==> src/sv/dmm_pkg.sv <==
// ---------------------------------------------------------------------------
// dmm_pkg
// Shared sizes, codes and helpers for the dense matrix multiply block.
// ---------------------------------------------------------------------------
package dmm_pkg;

  localparam int MAX_ROWS  = 8;
  localparam int MAX_INNER = 8;
  localparam int MAX_COLS  = 8;

  localparam int DIM_W   = 4;   // config register width, holds 0..15
  localparam int IDX_W   = 3;   // row/column/inner counter width
  localparam int ADDR_W  = 6;   // store address width
  localparam int DEPTH   = 64;  // store depth
  localparam int DATA_W  = 16;  // Q4.12 element
  localparam int PROD_W  = 32;  // Q8.24 term
  localparam int ACC_W   = 36;  // Q12.24 sum
  localparam int CFG_IDX_W = 2;

  localparam logic [1:0] FUNC_LOAD_LEFT  = 2'd0;
  localparam logic [1:0] FUNC_LOAD_RIGHT = 2'd1;
  localparam logic [1:0] FUNC_COMPUTE    = 2'd2;

  localparam logic [CFG_IDX_W-1:0] REG_ROWS  = 2'd0;
  localparam logic [CFG_IDX_W-1:0] REG_INNER = 2'd1;
  localparam logic [CFG_IDX_W-1:0] REG_COLS  = 2'd2;

  localparam logic [DIM_W-1:0] DIM_RESET = 4'd8;

  // zero acts as one, anything above the maximum acts as the maximum
  function automatic logic [DIM_W-1:0] clamp_dim(input logic [DIM_W-1:0] v,
                                                 input int maxv);
    logic [DIM_W-1:0] r;
    if (v == '0) begin
      r = DIM_W'(1);
    end else if (int'(v) > maxv) begin
      r = DIM_W'(maxv);
    end else begin
      r = v;
    end
    return r;
  endfunction

endpackage

==> src/sv/dmm_ram.sv <==
// ---------------------------------------------------------------------------
// dmm_ram
// Simple dual-port RAM: one write port, one read port with registered data.
// ---------------------------------------------------------------------------
module dmm_ram #(
  parameter int DEPTH = 64,
  parameter int WIDTH = 16
) (
  input  logic                     clk,
  input  logic                     we,
  input  logic [$clog2(DEPTH)-1:0] waddr,
  input  logic [WIDTH-1:0]         wdata,
  input  logic                     re,
  input  logic [$clog2(DEPTH)-1:0] raddr,
  output logic [WIDTH-1:0]         rdata
);

  logic [WIDTH-1:0] mem [DEPTH];

  always_ff @(posedge clk) begin
    if (we) begin
      mem[waddr] <= wdata;
    end
  end

  // read data holds while re is low
  always_ff @(posedge clk) begin
    if (re) begin
      rdata <= mem[raddr];
    end
  end

endmodule

==> src/sv/dense_matrix_multiply.sv <==
// ---------------------------------------------------------------------------
// dense_matrix_multiply
// Fixed-point GEMM: loads Q4.12 elements into left/right stores, then streams
// out the Q12.24 product matrix in row-major order.
// ---------------------------------------------------------------------------
// Load word: stored on accept. Compute word: issues rows*cols*inner reads, one
// multiply-accumulate per cycle while the output is not stalled, set by the
// single read port of each store. Each term passes the read data and product
// registers; a finished sum enters the output register. A new word is taken as
// soon as the last read of a compute is issued. Reset clears control and sets
// all three dimension registers to 8; the stores are not cleared.
module dense_matrix_multiply
  import dmm_pkg::*;
(
  input  logic                        clk,
  input  logic                        rst,
  input  logic                        cfg_we,
  input  logic [CFG_IDX_W-1:0]        cfg_index,
  input  logic [DIM_W-1:0]            cfg_data,
  input  logic                        in_valid,
  output logic                        in_ready,
  input  logic [1:0]                  func,
  input  logic [ADDR_W-1:0]           flat_index,
  input  logic signed [DATA_W-1:0]    element_value,
  output logic                        out_valid,
  input  logic                        out_ready,
  output logic signed [ACC_W-1:0]     product_value,
  output logic [IDX_W-1:0]            out_row,
  output logic [IDX_W-1:0]            out_col,
  output logic                        last_of_run
);

  typedef enum logic {IDLE, RUN} state_t;

  state_t state;

  logic [DIM_W-1:0] rows_in_use, inner_in_use, cols_in_use;
  logic [DIM_W-1:0] nr, nm, nc;
  logic [IDX_W-1:0] i, j, k;
  logic [ADDR_W-1:0] la, ra, rowbase;

  logic accept, adv, issue;
  logic k_end, j_end, i_end;
  logic left_we, right_we;

  logic signed [DATA_W-1:0] ld, rd;

  logic s1_valid, s1_first, s1_last, s1_end;
  logic [IDX_W-1:0] s1_row, s1_col;
  logic s2_valid, s2_first, s2_last, s2_end;
  logic [IDX_W-1:0] s2_row, s2_col;
  logic signed [PROD_W-1:0] s2_prod;

  logic signed [ACC_W-1:0] acc, acc_next;

  assign in_ready = (state == IDLE);
  assign accept   = in_valid && in_ready;
  assign adv      = !out_valid || out_ready;
  assign issue    = (state == RUN) && adv;

  assign k_end = (DIM_W'(k) + DIM_W'(1)) == nm;
  assign j_end = (DIM_W'(j) + DIM_W'(1)) == nc;
  assign i_end = (DIM_W'(i) + DIM_W'(1)) == nr;

  assign left_we  = accept && (func == FUNC_LOAD_LEFT);
  assign right_we = accept && (func == FUNC_LOAD_RIGHT);

  dmm_ram #(.DEPTH(DEPTH), .WIDTH(DATA_W)) u_left (
    .clk   (clk),
    .we    (left_we),
    .waddr (flat_index),
    .wdata (element_value),
    .re    (issue),
    .raddr (la),
    .rdata (ld)
  );

  dmm_ram #(.DEPTH(DEPTH), .WIDTH(DATA_W)) u_right (
    .clk   (clk),
    .we    (right_we),
    .waddr (flat_index),
    .wdata (element_value),
    .re    (issue),
    .raddr (ra),
    .rdata (rd)
  );

  // configuration registers
  always_ff @(posedge clk) begin
    if (rst) begin
      rows_in_use  <= DIM_RESET;
      inner_in_use <= DIM_RESET;
      cols_in_use  <= DIM_RESET;
    end else if (cfg_we) begin
      unique case (cfg_index)
        REG_ROWS:  rows_in_use  <= cfg_data;
        REG_INNER: inner_in_use <= cfg_data;
        REG_COLS:  cols_in_use  <= cfg_data;
        default: ;
      endcase
    end
  end

  // sequencer: walks i, j, k and the two read addresses
  always_ff @(posedge clk) begin
    if (rst) begin
      state <= IDLE;
    end else begin
      unique case (state)
        IDLE: begin
          if (accept && func == FUNC_COMPUTE) begin
            nr      <= clamp_dim(rows_in_use, MAX_ROWS);
            nm      <= clamp_dim(inner_in_use, MAX_INNER);
            nc      <= clamp_dim(cols_in_use, MAX_COLS);
            i       <= '0;
            j       <= '0;
            k       <= '0;
            la      <= '0;
            ra      <= '0;
            rowbase <= '0;
            state   <= RUN;
          end
        end
        RUN: begin
          if (issue) begin
            if (!k_end) begin
              k  <= k + IDX_W'(1);
              la <= la + ADDR_W'(1);
              ra <= ra + ADDR_W'(nc);
            end else begin
              k <= '0;
              if (!j_end) begin
                j  <= j + IDX_W'(1);
                la <= rowbase;
                ra <= ADDR_W'(j) + ADDR_W'(1);
              end else begin
                j       <= '0;
                ra      <= '0;
                i       <= i + IDX_W'(1);
                la      <= rowbase + ADDR_W'(nm);
                rowbase <= rowbase + ADDR_W'(nm);
                if (i_end) begin
                  state <= IDLE;
                end
              end
            end
          end
        end
        default: state <= IDLE;
      endcase
    end
  end

  // stage 1: read data arrives; stage 2: registered product
  always_ff @(posedge clk) begin
    if (rst) begin
      s1_valid <= 1'b0;
      s2_valid <= 1'b0;
    end else if (adv) begin
      s1_valid <= issue;
      s2_valid <= s1_valid;
    end
  end

  always_ff @(posedge clk) begin
    if (adv) begin
      s1_first <= (k == '0);
      s1_last  <= k_end;
      s1_end   <= k_end && j_end && i_end;
      s1_row   <= i;
      s1_col   <= j;
      s2_first <= s1_first;
      s2_last  <= s1_last;
      s2_end   <= s1_end;
      s2_row   <= s1_row;
      s2_col   <= s1_col;
      s2_prod  <= ld * rd;
    end
  end

  assign acc_next = (s2_first ? ACC_W'(0) : acc) + ACC_W'(s2_prod);

  always_ff @(posedge clk) begin
    if (adv && s2_valid) begin
      acc <= acc_next;
    end
  end

  // output register
  always_ff @(posedge clk) begin
    if (rst) begin
      out_valid <= 1'b0;
    end else if (adv) begin
      out_valid <= s2_valid && s2_last;
    end
  end

  always_ff @(posedge clk) begin
    if (adv && s2_valid && s2_last) begin
      product_value <= acc_next;
      out_row       <= s2_row;
      out_col       <= s2_col;
      last_of_run   <= s2_end;
    end
  end

  // counters stay inside the latched dimensions while issuing
  assert property (@(posedge clk) disable iff (rst)
    state == RUN |-> (DIM_W'(i) < nr) && (DIM_W'(j) < nc) && (DIM_W'(k) < nm))
    else $error("sequencer counter out of range");

  // running left address tracks row-major i*inner + k
  assert property (@(posedge clk) disable iff (rst)
    issue |-> la == ADDR_W'(int'(i) * int'(nm) + int'(k)))
    else $error("left read address mismatch");

  // running right address tracks row-major k*cols + j
  assert property (@(posedge clk) disable iff (rst)
    issue |-> ra == ADDR_W'(int'(k) * int'(nc) + int'(j)))
    else $error("right read address mismatch");

  // no word is taken while reads are being issued
  assert property (@(posedge clk) disable iff (rst)
    issue |-> !in_ready)
    else $error("input accepted during compute");

endmodule
==> config.mk <==
export PLATFORM = sky130hd
export DESIGN_NAME = dense_matrix_multiply
export DESIGN_NICKNAME = d
export VERILOG_FILES = /design/src/sv/dmm_pkg.sv /design/src/sv/dmm_ram.sv /design/src/sv/dense_matrix_multiply.sv
export SDC_FILE = /design/constraint.sdc
export NUM_CORES = 2
export LEC_CHECK = 0
export ABC_AREA = 1
export BUFFER_PORTS_ARGS = -buffer_cell sky130_fd_sc_hd__buf_2
export CORE_MARGIN = 3
export CORE_UTILIZATION = 43
export CTS_CLUSTER_SIZE = 8
export DETAILED_ROUTE_END_ITERATION = 6
export GPL_TIMING_DRIVEN = 0
export PLACE_DENSITY = 0.58
export SLEW_MARGIN = 5
export SYNTH_ARGS = -nofsm -noshare
export SYNTH_HDL_FRONTEND = slang
export SYNTH_SLANG_ARGS = --single-unit
==> constraint.sdc <==
create_clock -name clk -period 6.6 [get_ports clk]
set_input_delay 0.33 -clock clk [delete_from_list [all_inputs] [get_ports clk]]
set_output_delay 0.33 -clock clk [all_outputs]
set_load 0.01 [all_outputs]
### Word-level counts from Yosys, hierarchy flattened

Memories as Yosys holds them, arrays and structs flattened. A register that Yosys moved wholly into a read port is not among the register bits.
Cells that the tools add are included.

| word-level totals | value |
|---|---|
| flip-flop bits (word level) | 184 |
| memory bits (writable) | 2,048 |
| memory bits (read-only) | 0 |
| input port bits | 35 |
| latch bits | 0 |
| memories kept | 2 |
| logic and storage cells | 131 |

| cells by class | value |
|---|---|
| bitwise gates (word level) | 2 |
| divide/modulo/power cells | 0 |
| equality and inequality tests | 11 |
| reductions and logical operators | 28 |
| multiply operators | 1 |
| order comparisons | 3 |
| shift operators | 0 |
| add/subtract/negate cells | 11 |
| mux-type cells | 38 |

Memories:

| name | words | width | read ports | clocked after memory_dff | wr ports | RTL line | text |
|---|---|---|---|---|---|---|---|
| u_left.mem | 64 | 16 | 1 | 1 | 1 | dmm_ram.sv:18 | `logic [WIDTH-1:0] mem [DEPTH];` |
| u_right.mem | 64 | 16 | 1 | 1 | 1 | dmm_ram.sv:18 |  |

Operators with widths:

| operator | number |
|---|---|
| $mux W6 | 8 |
| $add A36 B32 Y36 | 1 |
| $mux W36 | 1 |
| $pmux W6 S2 | 3 |
| $mul A16 B16 Y32 | 1 |
| $mux W3 | 9 |
| $pmux W3 S2 | 3 |
| $add A3 B1 Y4 const B | 4 |
| $mux W4 | 4 |
| $add A6 B4 Y6 | 2 |
| $eq A4 B4 Y1 | 3 |
| $gt A4 B4 Y1 const B | 3 |
| $logic_not A4 Y1 | 3 |
| $logic_and A1 B1 Y1 | 10 |
| $add A3 B1 Y3 const B | 3 |
| $mux W1 | 9 |
| $ne A2 B1 Y1 const B | 4 |
| $add A6 B1 Y6 const B | 1 |
| $reduce_and A2 Y1 | 3 |
| $reduce_and A3 Y1 | 2 |
| $reduce_or A2 Y1 | 3 |
| $reduce_and A5 Y1 | 1 |
| $eq A2 B1 Y1 const B | 2 |
| $eq A2 B2 Y1 const B | 2 |
| 7 further kinds | 9 |

### Logic depth before layout (Yosys ltp)

| logic depth | value |
|---|---|
| word-level depth | 7 |
| mapped depth | 28 |
| mapped depth without buffers | 26 |

### Cells and area by module

A second synthesis with hierarchy kept.

| second synthesis, totals | value |
|---|---|
| cell total of the unflattened synthesis | 9,543 |
| area total of the unflattened synthesis | 104,984.4 µm² |

By module, submodules not included:

| module | area each (µm²) | cells an instance | instances |
|---|---|---|---|
| dmm_ram | 42,259.3 | 3,517 | 2 |
| dense_matrix_multiply | 20,465.9 | 2,509 | 1 |

### Least setup slack after synthesis

No wires, ideal clock.

| path | value |
|---|---|
| path type | register to register |
| from | register u_right.rdata[2] (read register of u_right.mem) |
| to | register s2_prod[31] (data pin) |
| cell stages (with the launch flop) | 23 |
| path slack | 0.881 ns |
| arrival time | 5.467 ns |
| path buffers | 2 |
| data required time | 6.348 ns |
| period minus slack after synthesis | 5.719 ns |
| cell sequence | edfxtp_1 -> clkbuf_1 -> clkbuf_1 -> nand2_1 -> fa_1 -> inv_1 -> fa_1 -> inv_1 -> fa_1 -> fa_1 -> fa_1 -> fa_1 -> inv_1 -> ha_1 -> nand2_1 -> nor2_1 -> and2_1 -> and2_1 -> nand2_1 -> nand3_1 -> inv_1 -> nand2_1 -> nand2_1 |

| on the way | value |
|---|---|
| cells in the longest elaborated chain, start to end | 1 |

RTL lines:

| element | RTL line | text |
|---|---|---|
| start, declared | dmm_ram.sv:15 | `output logic [WIDTH-1:0] rdata` |
| $mul A16 B16 Y32 | dense_matrix_multiply.sv:177 | `s2_prod <= ld * rd;` |
| end signal, assigned | dense_matrix_multiply.sv:177 |  |
| end, declared | dense_matrix_multiply.sv:52 | `logic signed [PROD_W-1:0] s2_prod;` |

No other way between the ends.
A chain may end at the register's enable or synchronous reset.

### Worst setup path after layout

| path | value |
|---|---|
| from | register u_left.rdata[11] (read register of u_left.mem) |
| to | register s2_prod[31] (data pin) |

| on the way | value |
|---|---|
| cells in the longest elaborated chain, start to end | 1 |

RTL lines:

| element | RTL line |
|---|---|
| start, declared | dmm_ram.sv:15 |
| $mul A16 B16 Y32 | dense_matrix_multiply.sv:177 |

No other way between the ends.

==> flow_metrics.py <==
metrics = {
    "critical_path": {
        "cpPeakStageDelay_ns": 0.65,
        "endpoint_kind": "register",
        "arrival_ns": 6.96,
        "crit_required_ns": 7.26,
        "critical_path_class": "register to register",
        "start_kind": "register",
        "crit_slowest_cell": "edfxtp_1",
        "cp_top_family": "adder cells",
        "crit_fanout": 10,
        "crit_path_cell_trace": "clkbuf_2 -> nand2_1 -> fa_1 -> fa_1 -> fa_1 -> inv_1 -> fa_1 -> fa_1 -> inv_1 -> fa_1 -> inv_1 -> ha_1 -> nand2_1 -> nor2_1 -> nand2_1 -> nand3_1 -> nand2_1 -> nand3_1 -> inv_1 -> nand2_1 -> nand2_1",
        "crit_buf_inv": 5,
        "r2r_slack_ns": 0.30,
    },
    "floorplanning": {
        "die_w_um": 498,
        "pin_count": 80,
        "coreArea_sq_mm": 0.241,
        "die_area_sq_mm": 0.248,
        "initial_core_util": 0.433,
        "row_count": 180,
        "die_h_um": 498,
    },
    "pwr": {
        "power_mw": 42.1,
        "power_density_mw_per_mm2": 349,
        "vdd_drop_max_uv": 445,
        "p_leak_nw": 45.9,
    },
    "global_routing": {
        "grt_pass1_vias": 72161,
        "antenna_found_initial": 17,
        "grtUsageTotal": 0.283,
        "grt_overflow": 0,
        "grt_max_degree": 87,
        "grt_pass1_wl_mm": 508,
    },
    "route": {
        "vias": 74528,
        "drt-total-wl_mm": 357,
        "drtIter0Drc": 9431,
        "drc_errors": 0,
        "drtAntennaViolNets": 0,
        "route.top_layer_used": "met4",
        "first_pass_iters": 6,
        "drt-vias-per-instance": 5.62,
        "met2WireLength_mm": 162,
        "wl_met3_mm": 33.7,
        "m1WireLength_mm": 141,
        "wire_per_inst_um": 26.9,
    },
    "yosys": {
        "yosys.cell_count.top_type": "nand2_1",
        "syn-instance-count": 9468,
        "yosysWarnings": 0,
        "synth_top_area_cell": "edfxtp_1",
        "synth.distinct_cells": 44,
        "ys_seq_area_frac": 0.650,
        "syn-cell-area_sq_mm": 0.104,
        "synth_ff_type": "edfxtp_1",
        "ys_top_cells_by_area": "edfxtp_1 (65%), nand2_1 (8.7%), nand3_1 (5.7%)",
        "ys_ff_latch": 2264,
        "synth.top_cell.area_share": 0.647,
        "synth_edf_count": 2248,
        "syn_area_per_cell_sq_um": 11.0,
        "synth_fp_nets": 9898,
        "async_flop_share": 0,
        "ys_top_cells_by_count": "nand2_1 (2,427), edfxtp_1 (2,248), nand3_1 (1,181)",
    },
    "flow_run": {
        "maxCapViolations": 0,
    },
    "timing": {
        "period_minus_slack_ns": 6.30,
        "finalCritPeriodShare": 0.955,
        "hold_viol": 0,
        "skew_ns": 0.118,
        "setup_violations": 0,
        "slew_headroom": 0.0246,
        "rsz0062_at_grt": "no",
        "max_freq_ghz": 0.159,
        "finalMaxSlewViolations": 0,
        "worstMarginPinSlew_ns": 1.45,
    },
    "layout": {
        "nets": 10449,
        "area_growth_pct": 15.6,
        "post-route-util": 0.500,
        "drive_above_1_share": 0.0969,
        "nFillCells": 21294,
    },
    "run_status": {
        "status": "finished clean",
    },
    "worst_hold_path": {
        "hp-class": "input port to register",
    },
    "clock_network": {
        "cts_made_buffers": 334,
        "cts_buffer_depth": 4,
        "htree_levels": 5,
        "cts_sinks": 2264,
        "tritoncts": "built",
        "clk_latency_ns": 0.97,
        "cts-root-buf": "clkbuf_16",
        "clk_pin_slew_worst_paths_ns": 0.05,
    },
    "place": {
        "dp_hpwl_mm": 249,
        "numPortBuffers": 79,
        "gp_congestion": 1.03,
    },
}
-- path summary, 6_finish.rpt --
kind                    start                to  depth (start not counted)
min             flat_index[4]  u_left.mem[4][4]                          4
max reg2reg  u_left.rdata[11]       s2_prod[31]                         21
max          u_left.rdata[11]       s2_prod[31]                         21
min reg2reg           s1_last           s2_last                          0
-- final cells by class --
class / count / area [sq um] / area share
Timing Repair Buffer: 229 / 2930 / 0.0243
Inverter: 700 / 2630 / 0.0218
Clock inverter: 12 / 115 / 0.000955
Multi-Input combinational cell: 5991 / 31800 / 0.264
Clock buffer: 365 / 8640 / 0.0717
Buffer: 499 / 2560 / 0.0213
Sequential cell: 2264 / 67800 / 0.563
Tap cell: 3185 / 3990 / 0.0331
Antenna cell: 11 / 27.5 / 0.000228
-- what timing repair did --
action	4_1_cts	5_1_grt
endpoints found under the setup margin	12	14
hold buffers	37	0
pin swaps	0	1
buffers inserted	0	9
resized for setup	16	31
hold endpoints to repair	802	0
-- layer usage --
layer / vias up / GRT usage
li1: 33125 / -
met1: 36705 / 0.378
met2: 3881 / 0.444
met3: 817 / 0.0532
met4: 0 / 0.140
met5: - / 0
-- cell families (layout without fill, tap and decap cells) --
kind of cell	Yosys count	count (layout)	share of synthesized area
simple gates	4764	4764	0.188
flops	2264	2264	0.650
buf+inv	1213	1805	0.0499
compound gates	773	773	0.0402
fa+ha+maj	395	395	0.0665
xor+xnor	59	59	0.00496
other cells	0	11	0
-- cells in the final DEF (no fill, tap or decap), types with 27 or more instances in the layout --
cell              n
buf_16           31
edfxtp_1       2248
nor2_4           43
clkbuf_1        211
o211ai_1        113
buf_6            60
inv_1           689
buf_2           240
buf_4            27
nand2_1        2427
a21oi_1         153
nor2_1          917
fa_1            264
o21ai_0         453
o21ai_1          36
buf_1            43
nor3_1           35
xor2_1           46
nor2_2           87
buf_8            61
ha_1            130
nand3_1        1181
clkbuf_16       342
dlygate4sd3_1    37
-- report_power, final --
| part | internal, mW | switching [mW] | total (mW) |
|---|---|---|---|
| Sequential | 16.4 | 0.104 | 16.5 |
| Clock | 9.07 | 5.86 | 14.9 |
| Combinational | 3.52 | 7.11 | 10.6 |
-- sequential cells by signal, summed over array words and instances (netlist names), 4 cells and up --
signal / cells
acc: 36
cols_in_use: 4
inner_in_use: 4
la: 6
nc: 4
nm: 4
nr: 4
product_value: 36
ra: 6
rowbase: 6
rows_in_use: 4
s2_prod: 32
u_left.mem: 1024
u_left.rdata: 16
u_right.mem: 1024
u_right.rdata: 16
-- worst min-delay path: stages --
cell     delay, ns
buf_2         0.13
nor3_1        0.16
nand2_1       0.16
nor2_2        0.11
-- metrics by stage --
| stage | setup TNS [ns] | instances | setup slack [ns] | cell area [sq um] | hold WS [ns] |
|---|---|---|---|---|---|
| detailed placement | -3.11 | 12836 | -0.488 | 111000 | 0.405 |
| floorplan | 0 | 9468 | 0.881 | 104000 | 0.399 |
| global route | 0 | 13250 | 0.00491 | 121000 | 0.0873 |
| global placement | -2.94 | 12732 | -0.470 | 109000 | 0.407 |
| finish | 0 | 13256 | 0.296 | 121000 | 0.112 |
| CTS | 0 | 13250 | 0.00815 | 120000 | 0.0261 |
(Power assumes the default switching activity.)
